--- config.mk ---
export PLATFORM = sky130hd
export DESIGN_NAME = shortest_queue_dispatcher
export DESIGN_NICKNAME = d
export VERILOG_FILES = /design/src/sv/sqd_pkg.sv /design/src/sv/sqd_job_store.sv /design/src/sv/shortest_queue_dispatcher.sv
export SDC_FILE = /design/constraint.sdc
export NUM_CORES = 2
export LEC_CHECK = 0
export BUFFER_PORTS_ARGS = -buffer_cell sky130_fd_sc_hd__buf_2
export CAP_MARGIN = 20
export CELL_PAD_IN_SITES_DETAIL_PLACEMENT = 1
export CELL_PAD_IN_SITES_GLOBAL_PLACEMENT = 1
export CORE_UTILIZATION = 25
export CTS_CLUSTER_SIZE = 28
export DETAILED_ROUTE_END_ITERATION = 7
export PLACE_DENSITY = 0.46
export SYNTH_ARGS = -nofsm -noshare
export SYNTH_HDL_FRONTEND = slang
export SYNTH_SLANG_ARGS = --single-unit
--- constraint.sdc ---
create_clock -name aclk -period 12.7 [get_ports aclk]
set_clock_uncertainty 0.05 [all_clocks]
set_input_delay 0.635 -clock aclk [delete_from_list [all_inputs] [get_ports aclk]]
set_output_delay 0.635 -clock aclk [all_outputs]
set_load 0.05 [all_outputs]
--- src/sv/sqd_pkg.sv ---
// Shared constants, types and state codes for the shortest queue dispatcher.
// Used by sqd_job_store and shortest_queue_dispatcher; depends on nothing.
`timescale 1ns / 1ps

package sqd_pkg;

    localparam int NUM_QUEUES  = 3;
    localparam int QUEUE_DEPTH = 16;

    localparam int QIDX_W    = (NUM_QUEUES > 1) ? $clog2(NUM_QUEUES) : 1;
    localparam int HEAD_W    = (QUEUE_DEPTH > 1) ? $clog2(QUEUE_DEPTH) : 1;
    localparam int CNT_W     = $clog2(QUEUE_DEPTH + 1);
    localparam int MEM_DEPTH = NUM_QUEUES * QUEUE_DEPTH;
    localparam int ADDR_W    = $clog2(MEM_DEPTH);
    localparam int SUM_W     = $clog2(MEM_DEPTH + 1);
    localparam int RES_MAX   = NUM_QUEUES + 1;
    localparam int RES_IDX_W = $clog2(RES_MAX);
    localparam int RES_CNT_W = $clog2(RES_MAX + 1);

    typedef enum logic [1:0] {
        EV_IDLE   = 2'd0,
        EV_ARRIVE = 2'd1,
        EV_DEPART = 2'd2,
        EV_DROP   = 2'd3
    } event_kind_t;

    typedef enum logic [2:0] {
        ST_IDLE,
        ST_FIND,
        ST_PLACE,
        ST_ARRIVE,
        ST_DEPRD,
        ST_DEPCHK,
        ST_SUM,
        ST_EMIT
    } state_t;

    typedef struct packed {
        logic [15:0] job_num;
        logic [31:0] exit_tick;
    } job_t;

    typedef struct packed {
        event_kind_t kind;
        logic [15:0] vnum;
        logic [2:0]  qidx;
        logic [7:0]  svc;
        logic [31:0] exit_time;
    } result_t;

endpackage

--- src/sv/sqd_job_store.sv ---
// Job store: one entry per queue slot holding job number and exit tick.
// Depends on sqd_pkg for depth, address width and the entry type.
`timescale 1ns / 1ps

module sqd_job_store (
    input  logic                       aclk,
    input  logic                       wr_en,
    input  logic [sqd_pkg::ADDR_W-1:0] wr_addr,
    input  sqd_pkg::job_t              wr_data,
    input  logic [sqd_pkg::ADDR_W-1:0] rd_addr,
    output sqd_pkg::job_t              rd_data
);

    sqd_pkg::job_t mem [sqd_pkg::MEM_DEPTH];

    always_ff @(posedge aclk) begin
        if (wr_en) begin
            mem[wr_addr] <= wr_data;
        end
    end

    always_ff @(posedge aclk) begin
        rd_data <= mem[rd_addr];
    end

endmodule

--- src/sv/shortest_queue_dispatcher.sv ---
// Join-shortest-queue dispatcher: top level with sequencer and queue state.
// Depends on sqd_pkg and sqd_job_store.
`timescale 1ns / 1ps

// Usage
//   One input beat on s_ (valid/ready) is one clock tick of the simulated
//   system and carries the service time of a job that may arrive on it.
//   Every arrival_period ticks a job arrives, joins the shortest queue
//   (lowest index on a tie) or is reported dropped when all are full.
//   Then each queue whose head is due leaves, in queue order.
//   Each tick yields 1 to NUM_QUEUES+1 result beats on m_, the last one
//   flagged by m_last; all beats of a tick carry the same m_length_sum.
//   Work: a tick walks the queues one per cycle through the single read
//   port of the job store; result beats then leave one per cycle while
//   m_ready is high. s_ready is high only between ticks.
//   A stalled receiver holds the current result beat; no new tick is
//   taken until the last beat of the tick is accepted.
//   Reset (aresetn low, synchronous) empties all queues, clears the tick,
//   phase, job number and length total, and sets arrival_period to 2.
//   cfg_wr_en writes arrival_period; write it only between ticks.

module shortest_queue_dispatcher (
    input  logic        aclk,
    input  logic        aresetn,

    input  logic        cfg_wr_en,
    input  logic [7:0]  cfg_wr_data,

    input  logic        s_valid,
    output logic        s_ready,
    input  logic [7:0]  s_service_time,

    output logic        m_valid,
    input  logic        m_ready,
    output logic [1:0]  m_event_kind,
    output logic [31:0] m_tick,
    output logic [15:0] m_vehicle_number,
    output logic [2:0]  m_queue_index,
    output logic [7:0]  m_job_service,
    output logic [31:0] m_exit_time,
    output logic [31:0] m_length_sum,
    output logic        m_last
);

    // Slot address of a queue entry in the shared job store.
    function automatic logic [sqd_pkg::ADDR_W-1:0] job_addr(
        input logic [sqd_pkg::QIDX_W-1:0] q,
        input logic [sqd_pkg::HEAD_W-1:0] slot
    );
        job_addr = sqd_pkg::ADDR_W'(q) * sqd_pkg::ADDR_W'(sqd_pkg::QUEUE_DEPTH)
                 + sqd_pkg::ADDR_W'(slot);
    endfunction

    // Fold head plus offset back into the ring; the value stays below 2x depth.
    function automatic logic [sqd_pkg::HEAD_W-1:0] wrap_slot(
        input logic [sqd_pkg::CNT_W:0] v
    );
        logic [sqd_pkg::CNT_W:0] w;
        w = v;
        if (w >= (sqd_pkg::CNT_W + 1)'(sqd_pkg::QUEUE_DEPTH)) begin
            w = w - (sqd_pkg::CNT_W + 1)'(sqd_pkg::QUEUE_DEPTH);
        end
        wrap_slot = w[sqd_pkg::HEAD_W-1:0];
    endfunction

    // Sequencer and tick state
    sqd_pkg::state_t                state_reg, state_next;
    logic [31:0]                    tick_reg, tick_next;
    logic [7:0]                     phase_reg, phase_next;
    logic [15:0]                    vcount_reg, vcount_next;
    logic [7:0]                     period_reg;
    logic [7:0]                     svc_reg, svc_next;
    logic [sqd_pkg::QIDX_W-1:0]     q_reg, q_next;
    logic [sqd_pkg::QIDX_W-1:0]     best_reg, best_next;
    logic                           tail_vld_reg, tail_vld_next;
    logic [31:0]                    total_reg, total_next;

    // Per-queue ring pointers
    logic [sqd_pkg::HEAD_W-1:0]     head_reg  [sqd_pkg::NUM_QUEUES];
    logic [sqd_pkg::HEAD_W-1:0]     head_next [sqd_pkg::NUM_QUEUES];
    logic [sqd_pkg::CNT_W-1:0]      cnt_reg   [sqd_pkg::NUM_QUEUES];
    logic [sqd_pkg::CNT_W-1:0]      cnt_next  [sqd_pkg::NUM_QUEUES];

    // Result buffer for one tick
    sqd_pkg::result_t               res_buf_reg [sqd_pkg::RES_MAX];
    logic [sqd_pkg::RES_CNT_W-1:0]  res_cnt_reg, res_cnt_next;
    logic [sqd_pkg::RES_IDX_W-1:0]  emit_idx_reg, emit_idx_next;
    logic                           res_push;
    sqd_pkg::result_t               res_entry;

    // Job store port
    logic                           mem_we;
    logic [sqd_pkg::ADDR_W-1:0]     mem_waddr;
    sqd_pkg::job_t                  mem_wdata;
    logic [sqd_pkg::ADDR_W-1:0]     mem_raddr;
    sqd_pkg::job_t                  mem_rdata;

    // Shared datapath temporaries
    logic [7:0]                     phase_inc;
    logic [31:0]                    start_tick;
    logic [31:0]                    exit_tick;
    logic [sqd_pkg::SUM_W-1:0]      len_sum;
    logic [32:0]                    total_add;
    logic [sqd_pkg::QIDX_W-1:0]     q_inc;
    sqd_pkg::result_t               res_out;

    sqd_job_store u_store (
        .aclk    (aclk),
        .wr_en   (mem_we),
        .wr_addr (mem_waddr),
        .wr_data (mem_wdata),
        .rd_addr (mem_raddr),
        .rd_data (mem_rdata)
    );

    always_ff @(posedge aclk) begin
        if (!aresetn) begin
            state_reg    <= sqd_pkg::ST_IDLE;
            tick_reg     <= '0;
            phase_reg    <= '0;
            vcount_reg   <= '0;
            period_reg   <= 8'd2;
            q_reg        <= '0;
            best_reg     <= '0;
            tail_vld_reg <= 1'b0;
            total_reg    <= '0;
            res_cnt_reg  <= '0;
            emit_idx_reg <= '0;
            for (int i = 0; i < sqd_pkg::NUM_QUEUES; i++) begin
                head_reg[i] <= '0;
                cnt_reg[i]  <= '0;
            end
        end else begin
            state_reg    <= state_next;
            tick_reg     <= tick_next;
            phase_reg    <= phase_next;
            vcount_reg   <= vcount_next;
            q_reg        <= q_next;
            best_reg     <= best_next;
            tail_vld_reg <= tail_vld_next;
            total_reg    <= total_next;
            res_cnt_reg  <= res_cnt_next;
            emit_idx_reg <= emit_idx_next;
            head_reg     <= head_next;
            cnt_reg      <= cnt_next;
            if (cfg_wr_en) begin
                period_reg <= cfg_wr_data;
            end
        end
    end

    // Payload registers: no reset needed.
    always_ff @(posedge aclk) begin
        svc_reg <= svc_next;
        if (res_push) begin
            res_buf_reg[res_cnt_reg[sqd_pkg::RES_IDX_W-1:0]] <= res_entry;
        end
    end

    always_comb begin
        state_next    = state_reg;
        tick_next     = tick_reg;
        phase_next    = phase_reg;
        vcount_next   = vcount_reg;
        svc_next      = svc_reg;
        q_next        = q_reg;
        best_next     = best_reg;
        tail_vld_next = tail_vld_reg;
        total_next    = total_reg;
        res_cnt_next  = res_cnt_reg;
        emit_idx_next = emit_idx_reg;
        head_next     = head_reg;
        cnt_next      = cnt_reg;

        res_push      = 1'b0;
        res_entry     = '0;
        mem_we        = 1'b0;
        mem_waddr     = '0;
        mem_wdata     = '0;
        mem_raddr     = '0;
        s_ready       = 1'b0;
        m_valid       = 1'b0;

        phase_inc     = phase_reg + 8'd1;
        q_inc         = q_reg + sqd_pkg::QIDX_W'(1);
        start_tick    = tick_reg;
        exit_tick     = '0;
        len_sum       = '0;
        total_add     = '0;

        case (state_reg)
            sqd_pkg::ST_IDLE: begin
                s_ready = 1'b1;
                if (s_valid) begin
                    tick_next = tick_reg + 32'd1;
                    svc_next  = s_service_time;
                    best_next = '0;
                    // Period zero acts as one: any phase reaches it.
                    if (phase_inc >= period_reg) begin
                        phase_next  = '0;
                        vcount_next = vcount_reg + 16'd1;
                        if (sqd_pkg::NUM_QUEUES > 1) begin
                            q_next     = sqd_pkg::QIDX_W'(1);
                            state_next = sqd_pkg::ST_FIND;
                        end else begin
                            state_next = sqd_pkg::ST_PLACE;
                        end
                    end else begin
                        phase_next = phase_inc;
                        q_next     = '0;
                        state_next = sqd_pkg::ST_DEPRD;
                    end
                end
            end

            // Walk the queues one per cycle for the shortest; strict less keeps ties low.
            sqd_pkg::ST_FIND: begin
                if (cnt_reg[q_reg] < cnt_reg[best_reg]) begin
                    best_next = q_reg;
                end
                if (q_reg == sqd_pkg::QIDX_W'(sqd_pkg::NUM_QUEUES - 1)) begin
                    state_next = sqd_pkg::ST_PLACE;
                end else begin
                    q_next = q_inc;
                end
            end

            sqd_pkg::ST_PLACE: begin
                if (cnt_reg[best_reg] >= sqd_pkg::CNT_W'(sqd_pkg::QUEUE_DEPTH)) begin
                    res_push  = 1'b1;
                    res_entry = '{kind: sqd_pkg::EV_DROP, vnum: vcount_reg, qidx: 3'd0,
                                  svc: svc_reg, exit_time: 32'd0};
                    q_next     = '0;
                    state_next = sqd_pkg::ST_DEPRD;
                end else begin
                    tail_vld_next = (cnt_reg[best_reg] != '0);
                    if (cnt_reg[best_reg] != '0) begin
                        // Fetch the tail's exit tick.
                        mem_raddr = job_addr(best_reg,
                            wrap_slot((sqd_pkg::CNT_W + 1)'(head_reg[best_reg])
                                      + (sqd_pkg::CNT_W + 1)'(cnt_reg[best_reg])
                                      - (sqd_pkg::CNT_W + 1)'(1)));
                    end
                    state_next = sqd_pkg::ST_ARRIVE;
                end
            end

            sqd_pkg::ST_ARRIVE: begin
                if (tail_vld_reg && (mem_rdata.exit_tick > tick_reg)) begin
                    start_tick = mem_rdata.exit_tick;
                end
                exit_tick = start_tick + 32'(svc_reg);
                mem_we    = 1'b1;
                mem_waddr = job_addr(best_reg,
                    wrap_slot((sqd_pkg::CNT_W + 1)'(head_reg[best_reg])
                              + (sqd_pkg::CNT_W + 1)'(cnt_reg[best_reg])));
                mem_wdata = '{job_num: vcount_reg, exit_tick: exit_tick};
                cnt_next[best_reg] = cnt_reg[best_reg] + sqd_pkg::CNT_W'(1);
                res_push  = 1'b1;
                res_entry = '{kind: sqd_pkg::EV_ARRIVE, vnum: vcount_reg,
                              qidx: 3'(best_reg), svc: svc_reg, exit_time: exit_tick};
                q_next     = '0;
                state_next = sqd_pkg::ST_DEPRD;
            end

            sqd_pkg::ST_DEPRD: begin
                mem_raddr  = job_addr(q_reg, head_reg[q_reg]);
                state_next = sqd_pkg::ST_DEPCHK;
            end

            // Check one head per cycle; fetch the next queue's head meanwhile.
            sqd_pkg::ST_DEPCHK: begin
                if ((cnt_reg[q_reg] != '0) && (mem_rdata.exit_tick == tick_reg)) begin
                    res_push  = 1'b1;
                    res_entry = '{kind: sqd_pkg::EV_DEPART, vnum: mem_rdata.job_num,
                                  qidx: 3'(q_reg), svc: 8'd0, exit_time: 32'd0};
                    if (head_reg[q_reg] == sqd_pkg::HEAD_W'(sqd_pkg::QUEUE_DEPTH - 1)) begin
                        head_next[q_reg] = '0;
                    end else begin
                        head_next[q_reg] = head_reg[q_reg] + sqd_pkg::HEAD_W'(1);
                    end
                    cnt_next[q_reg] = cnt_reg[q_reg] - sqd_pkg::CNT_W'(1);
                end
                if (q_reg == sqd_pkg::QIDX_W'(sqd_pkg::NUM_QUEUES - 1)) begin
                    state_next = sqd_pkg::ST_SUM;
                end else begin
                    q_next     = q_inc;
                    mem_raddr  = job_addr(q_inc, head_reg[q_inc]);
                end
            end

            sqd_pkg::ST_SUM: begin
                for (int i = 0; i < sqd_pkg::NUM_QUEUES; i++) begin
                    len_sum = len_sum + sqd_pkg::SUM_W'(cnt_reg[i]);
                end
                total_add = {1'b0, total_reg} + 33'(len_sum);
                // Saturate at all ones.
                total_next = total_add[32] ? 32'hFFFF_FFFF : total_add[31:0];
                if (res_cnt_reg == '0) begin
                    res_push  = 1'b1;
                    res_entry = '{kind: sqd_pkg::EV_IDLE, vnum: 16'd0, qidx: 3'd0,
                                  svc: 8'd0, exit_time: 32'd0};
                end
                emit_idx_next = '0;
                state_next    = sqd_pkg::ST_EMIT;
            end

            sqd_pkg::ST_EMIT: begin
                m_valid = 1'b1;
                if (m_ready) begin
                    if (sqd_pkg::RES_CNT_W'(emit_idx_reg) + sqd_pkg::RES_CNT_W'(1)
                        == res_cnt_reg) begin
                        res_cnt_next = '0;
                        state_next   = sqd_pkg::ST_IDLE;
                    end else begin
                        emit_idx_next = emit_idx_reg + sqd_pkg::RES_IDX_W'(1);
                    end
                end
            end

            default: begin
                state_next = sqd_pkg::ST_IDLE;
            end
        endcase

        if (res_push) begin
            res_cnt_next = res_cnt_reg + sqd_pkg::RES_CNT_W'(1);
        end
    end

    // Present the buffered beat selected by the emit index.
    assign res_out          = res_buf_reg[emit_idx_reg];
    assign m_event_kind     = res_out.kind;
    assign m_tick           = tick_reg;
    assign m_vehicle_number = res_out.vnum;
    assign m_queue_index    = res_out.qidx;
    assign m_job_service    = res_out.svc;
    assign m_exit_time      = res_out.exit_time;
    assign m_length_sum     = total_reg;
    assign m_last           = (sqd_pkg::RES_CNT_W'(emit_idx_reg) + sqd_pkg::RES_CNT_W'(1))
                              == res_cnt_reg;

endmodule

### Word level (Yosys, flattened, before mapping)

Memories as Yosys holds them, arrays and structs flattened. A register that Yosys moved wholly into a read port is not among the register bits.
Cells that the tools add are included.

* eq/ne operators: 21
* order comparisons: 11
* reductions and logical operators: 26
* bitwise logic cells: 6
* add/sub/neg operators: 22
* muxes and demuxes: 80

Operators with widths (number)
* case mux 61 bit (3 select lines): 1
* two-way mux 61 bit: 2
* two-way mux 32 bit: 3
* two-way mux 4 bit: 13
* two-way mux 48 bit: 1
* adder 32 x 6 -> 33 bit: 1
* adder 32 x 1 -> 32 bit (second input constant): 1
* adder 32 x 8 -> 32 bit: 1
* == test 32 bit: 1
* greater-than comparator 32 bit: 1
* bitwise mux 15 bit: 2
* two-way mux 5 bit: 6
* case mux 15 bit (2 select lines): 1
* two-way mux 3 bit: 9
* adder 6 x 4 -> 6 bit: 4
* binary-select mux 4 bit (select 2 bit): 3
* two-way mux 6 bit: 4
* case mux 3 bit (8 select lines): 1
* binary-select mux 5 bit (select 2 bit): 2
* demux 5 bit (select 2 bit): 2
* inequality test 2 bit (second input constant): 10
* two-way mux 2 bit: 9
* case mux 6 bit (3 select lines): 1
* adder 16 x 1 -> 16 bit (second input constant): 1
* other kinds (47): 86

* memories: 2
* register bits: 144
* logic and storage cells: 186
* bits in writable memories: 2548

Memory list
* u_store.mem: words 48, bits a word 48, rd ports 1, clocked after memory_dff 1, write ports 1, line sqd_job_store.sv:14 `sqd_pkg::job_t mem [sqd_pkg::MEM_DEPTH];`
* res_buf_reg: words 4, bits a word 61, rd ports 1, clocked after memory_dff 1, write ports 1, line shortest_queue_dispatcher.sv:85 `sqd_pkg::result_t res_buf_reg [sqd_pkg::RES_MAX];`

### Logic depth before layout (Yosys ltp)

* depth in word-level cells: 15
* mapped depth: 25

### By module

A second synthesis with hierarchy kept.

* cell total of the unflattened synthesis: 5528
* area total of the unflattened synthesis: 108674.2 um^2

Modules (own cells, without submodules)
* sqd_job_store: instances 1, sequential area each 70147.3 um^2, area an instance 88668.8 um^2, cells an instance 3806
* shortest_queue_dispatcher: instances 1, sequential area each 10209.8 um^2, area an instance 20005.4 um^2, cells an instance 1722

### Worst setup path before layout

Ideal clock, no wire load.

* kind: reg-to-reg
* start: register tick_reg[23], in the netlist m_tick[23]
* end: memory u_store.mem[0][18] (netlist bit), data pin
* required time: 11.628 ns
* path slack: 2.309 ns
* path buffers: 4
* library setup time: 1.022 ns
* arrival: 9.318 ns
* cell stages (with the launch flop): 23
* cells stage by stage: dfxtp_1 inv_1 ha_1 nand4_1 or3_1 nor2_1 nand3_1 and2_1 clkbuf_1 nand2_1 clkbuf_1 clkbuf_1 o21ai_0 ha_1 fa_1 a21o_1 a21oi_1 o21bai_1 a21oi_1 o21a_1 clkbuf_1 a21oi_1 a2111oi_0

RTL lines
* from (decl): line shortest_queue_dispatcher.sv:68 `logic [31:0] tick_reg, tick_next;`
* from (signal assigned): line shortest_queue_dispatcher.sv:135 `tick_reg <= tick_next;`
* to (decl): line sqd_job_store.sv:14

### Worst setup path after layout

* start: register best_reg[1] (netlist bit)
* end: register u_store.rd_data[10] (netlist name)

* cells in the longest elaborated chain, start to end: 15
* elaborated cells between the ends (all ways): 21
* those cells by class: add/sub (4); order compare (2); mux (13); bitwise (1); reduce/logical (1)

RTL lines
* from (decl): line shortest_queue_dispatcher.sv:74 `logic [sqd_pkg::QIDX_W-1:0] best_reg, best_next;`
* from (signal assigned): line shortest_queue_dispatcher.sv:139 `best_reg <= best_next;`
* NOT 2 -> 3 bit (implied by the code)
* binary-select mux 4 bit (select 2 bit) / binary-select mux 5 bit (select 2 bit) (equally long branches)
* two-way mux 4 bit (implied by the code) / two-way mux 5 bit (equally long branches) (2 in series)
* adder 4 x 5 -> 6 bit: line shortest_queue_dispatcher.sv:241 `+ (sqd_pkg::CNT_W + 1)'(cnt_reg[best_reg])`
* subtractor 6 x 1 -> 6 bit: line shortest_queue_dispatcher.sv:242 `- (sqd_pkg::CNT_W + 1)'(1)));`
* >= comparator 6 x 5 -> 1 bit / subtractor 4 x 1 -> 4 bit (equally long branches): line shortest_queue_dispatcher.sv:60, shortest_queue_dispatcher.sv:61
* two-way mux 4 bit: line shortest_queue_dispatcher.sv:60 `if (w >= (sqd_pkg::CNT_W + 1)'(sqd_pkg::QUEUE_DEPTH)) begin`
* two-way mux 4 bit: line shortest_queue_dispatcher.sv:237 `if (cnt_reg[best_reg] != '0) begin`
* two-way mux 4 bit: line shortest_queue_dispatcher.sv:229 `if (cnt_reg[best_reg] >= sqd_pkg::CNT_W'(sqd_pkg::QUEUE_DEPTH)) begin`
* two-way mux 4 bit: line shortest_queue_dispatcher.sv:191 `case (state_reg)`
* adder 6 x 4 -> 6 bit: line shortest_queue_dispatcher.sv:51 `+ sqd_pkg::ADDR_W'(slot);`
* two-way mux 6 bit: line shortest_queue_dispatcher.sv:237
* two-way mux 6 bit (*): line shortest_queue_dispatcher.sv:229
* case mux 6 bit (3 select lines) (*): line shortest_queue_dispatcher.sv:191

Mark *: on every way between the ends. The rest lies on a longest branch, timed or not. The select of a mux whose other input is x is not followed.
A chain may end at the register's enable or synchronous reset.

==> out/metrics.csv <==
stage,metric,value,unit
global_routing,grt_max_degree,151,
detailed_routing,drc,0,
critical_path,slowest_delay,880,ps
place,place_inst,13900,
global_routing,grt_overflow_total,0,
timing,finalHoldWorstSlack,72.7,ps
global_routing,antenna_found_initial,21,
detailed_routing,dr.pass1.iters,5,
clock_tree,clockRootBuffer,clkbuf_16,
detailed_routing,post_drt_via_cell_ratio,5.08,
clock_tree,path_clk_slew,60,ps
clock_tree,tritoncts,done,
clock_tree,cts.sinks,2738,
pwr,pwr-share-clk,0.469,
pwr,comb_power_share,0.013,
finish,area_growth,16.5,%
global_routing,grt_pass1_vias,74700,
floorplanning,core-area,0.443,sq mm
clock_tree,clk_path_buf_depth,4,
pwr,seq_power_share,0.518,
yosys,synth-seq-cells,2738,
detailed_routing,vias,73700,
yosys,synth_fp_nets,8329,
timing,fin_crit_sh,0.578,
finish,fin_nets,8450,
timing,worstMarginPinSlew,1190,ps
timing,rsz0062_at_grt,no,
critical_path,worstPathRequired,13410,ps
finish,largest_reg_flops,2304,
timing,setup_viol,0,
yosys,seq_area_frac_synth,0.720,
job,drv_cap,0,
yosys,yosysUniqueCellTypes,85,
clock_tree,cts-htree-levels,5,
yosys,synth_area,0.112,sq mm
yosys,yosysWarningCount,0,
floorplanning,die_h,670,um
pwr,p_sw,4.01,mW
pwr,internal_power,14.8,mW
yosys,syn_area_per_cell,13.6,sq um
place,dpl.hpwl,226,mm
finish,final_util,0.294,
yosys,yosys.area_share.xor_xnor,0.00914,
critical_path,setup.worst_path.end_class,flip-flop,
yosys,synth_compound_area_frac,0.0956,
finish,design_area,0.130,sq mm
timing,hold_viol,0,
yosys,synth_edf_count,2552,
pwr,p_leak,41.4,nW
timing,final.setup.tns,0,ps
run_status,outcome,"complete, no violations",
floorplanning,dieArea,0.449,sq mm
floorplanning,row_count,244,
critical_path,crit_chain,nor2b_1 -> o2bb2ai_1 -> ha_1 -> inv_1 -> fa_1 -> ha_1 -> a211o_1 -> nand2_4 -> buf_4 -> buf_4 -> a211oi_1 -> a311oi_1 -> a31oi_1 -> o22ai_1 -> o22a_1,
timing,slew_headroom,0.202,
timing,layout_setup_ws,5360,ps
clock_tree,numCtsBuffers,310,
pwr,power_density,145,mW/mm^2
detailed_routing,antenna_left,0,
detailed_routing,routedWlPerCell,29.4,um
pwr,ir_drop,0.0919,mV
yosys,ys.flop_type,edfxtp_1,
worst_hold_path,hold_class,in2reg,
place,gp_congestion,0.783,
detailed_routing,drt-total-wl,427,mm
finish,fin_cells,14500,
yosys,synthSimpleGateAreaFrac,0.119,
critical_path,worst-path-max-fanout,59,
pwr,finalPower,18.9,mW
place,place_area,0.120,sq mm
floorplanning,die_w,670,um
floorplanning,top_level_ports,149,
pwr,p_sw_frac,0.213,
yosys,syn_inst,8218,
detailed_routing,drt_iter0_markers,6142,
floorplanning,start_util,0.252,
timing,fmax,136,MHz
finish,drive_gt1_frac,0.118,
place,dp_slack,5470,ps
clock_tree,cts_resized,0,
critical_path,critPathSlowestCell,dfxtp_1,
global_routing,grt_util_all_layers,0.184,
timing,period_needed,7340,ps
timing,drv_slew,0,
global_routing,grt_pass1_wl,597,mm
critical_path,critical_path.startpoint_type,flip-flop,
critical_path,arrival,8040,ps
yosys,async_flop_share,0,
yosys,yosys.area_share.adder,0.0107,
place,numPortBuffers,147,
yosys,synthMuxAreaShare,0.0193,
clock_tree,cts_setup_buffers,0,
clock_tree,clkLatencyLatePin,950,ps
yosys,synth_top_family_by_area,simple AND/OR/NAND/NOR gates,
critical_path,worstSetupPathType,reg2reg,
## worst max-delay path: cells and delay by family, from the launching register on
| family | cells | cell delay (ps) |
|---|---|---|
| AOI/OAI and AO/OA | 7 | 1980 |
| buffers and inverters | 3 | 1530 |
| adders and majority gates | 3 | 1330 |
| and+or+nand+nor | 2 | 1210 |
| DFF | 1 | 880 |
## final cells by class
type / count / area, sq um
inverter: 74 / 280
fill: 47100 / 313000
multi-input combinational: 4809 / 29200
antenna: 9 / 22.5
tap: 5904 / 7390
clock buffer: 415 / 8410
timing repair buffer: 406 / 2920
sequential: 2738 / 80400
clock inverter: 147 / 1430
## cells by family after synthesis
kind of cell               count (synthesis)
and+or+nand+nor                         2999
xor gates and xnor gates                 114
buffers and inverters                    671
DFF                                     2738
AOI/OAI and AO/OA                       1473
muxes                                    132
adders and majority gates                 90
other                                      1
## cell usage in the layout (no fill, tap or decap), types with 81 or more instances in the layout
cell and count:
nand3_1 546, o22ai_1 138, clkbuf_1 86, ha_1 81, buf_2 147, buf_4 228
and3_1 367, a211oi_1 342, nor2_1 124, clkbuf_16 316, edfxtp_1 2552, a21oi_1 139
a311oi_1 280, dfxtp_1 183, nand2_1 1727, a31oi_1 282
## path summary, 6_finish.rpt
| path | from | endpoint | slack [ps] | cells past startpoint |
|---|---|---|---|---|
| max | best_reg[1] | u_store.rd_data[10] | 5360 | 15 |
| min | cfg_wr_en | period_reg[1] | 70 | 3 |
| max reg2reg | best_reg[1] | u_store.rd_data[10] | 5360 | 15 |
| min reg2reg | phase_reg[7] | phase_reg[7] | 420 | 2 |
## power by group through the flow
stage	Clock, mW	Sequential [mW]	Combinational, mW
3_5_place_dp	0	9.96	0.247
6_report	8.84	9.77	0.251
4_1_cts	9.06	9.77	0.252
2_1_floorplan	0	9.93	0.133
5_1_grt	9.35	9.77	0.267
3_3_place_gp	0	9.96	0.245
## cell usage after synthesis (12+ instances only)
| cell type | instances | area share |
|---|---|---|
| o22ai_1 | 138 | 0.0077 |
| a21o_1 | 27 | 0.0018 |
| o21ai_0 | 44 | 0.0020 |
| inv_1 | 73 | 0.0025 |
| nor2_1 | 175 | 0.0059 |
| o31ai_1 | 13 | 0.00087 |
| buf_2 | 226 | 0.010 |
| and3_1 | 368 | 0.021 |
| and2_1 | 29 | 0.0016 |
| a22oi_1 | 13 | 0.00087 |
| dfxtp_1 | 186 | 0.033 |
| a211oi_1 | 361 | 0.024 |
| xor2_1 | 38 | 0.0030 |
| nand2b_1 | 12 | 0.00067 |
| a21oi_1 | 143 | 0.0064 |
| mux4_2 | 66 | 0.013 |
| nand3_1 | 546 | 0.024 |
| buf_1 | 46 | 0.0015 |
| a31oi_1 | 282 | 0.016 |
| o22a_1 | 48 | 0.0038 |
| clkbuf_1 | 312 | 0.010 |
| a311oi_1 | 280 | 0.022 |
| o211a_1 | 14 | 0.0013 |
| xnor2_1 | 74 | 0.0058 |
| nand2_1 | 1733 | 0.058 |
| o221ai_1 | 17 | 0.0013 |
| a22o_1 | 18 | 0.0014 |
| ha_1 | 81 | 0.0091 |
| nor3_1 | 37 | 0.0017 |
| edfxtp_1 | 2552 | 0.69 |
| or3_1 | 17 | 0.00095 |
| nand4_1 | 28 | 0.0016 |
| mux2i_1 | 58 | 0.0052 |
## routing by layer
metal / track usage / up-vias / wire (um)
met2: 0.307 / 1787 / 203000
met4: 0.0379 / 0 / 8610
li1: - / 31700 / -
met5: 0 / - / 0
met3: 0.0205 / 459 / 18200
met1: 0.257 / 39700 / 197000
## what timing repair did
| item | CTS | global route |
|---|---|---|
| endpoints found under the setup margin | 0 | 0 |
| hold buffers | 16 | 0 |
| hold endpoints to repair | 16 | 0 |
Note: power is estimated with default switching activity, not from simulation.
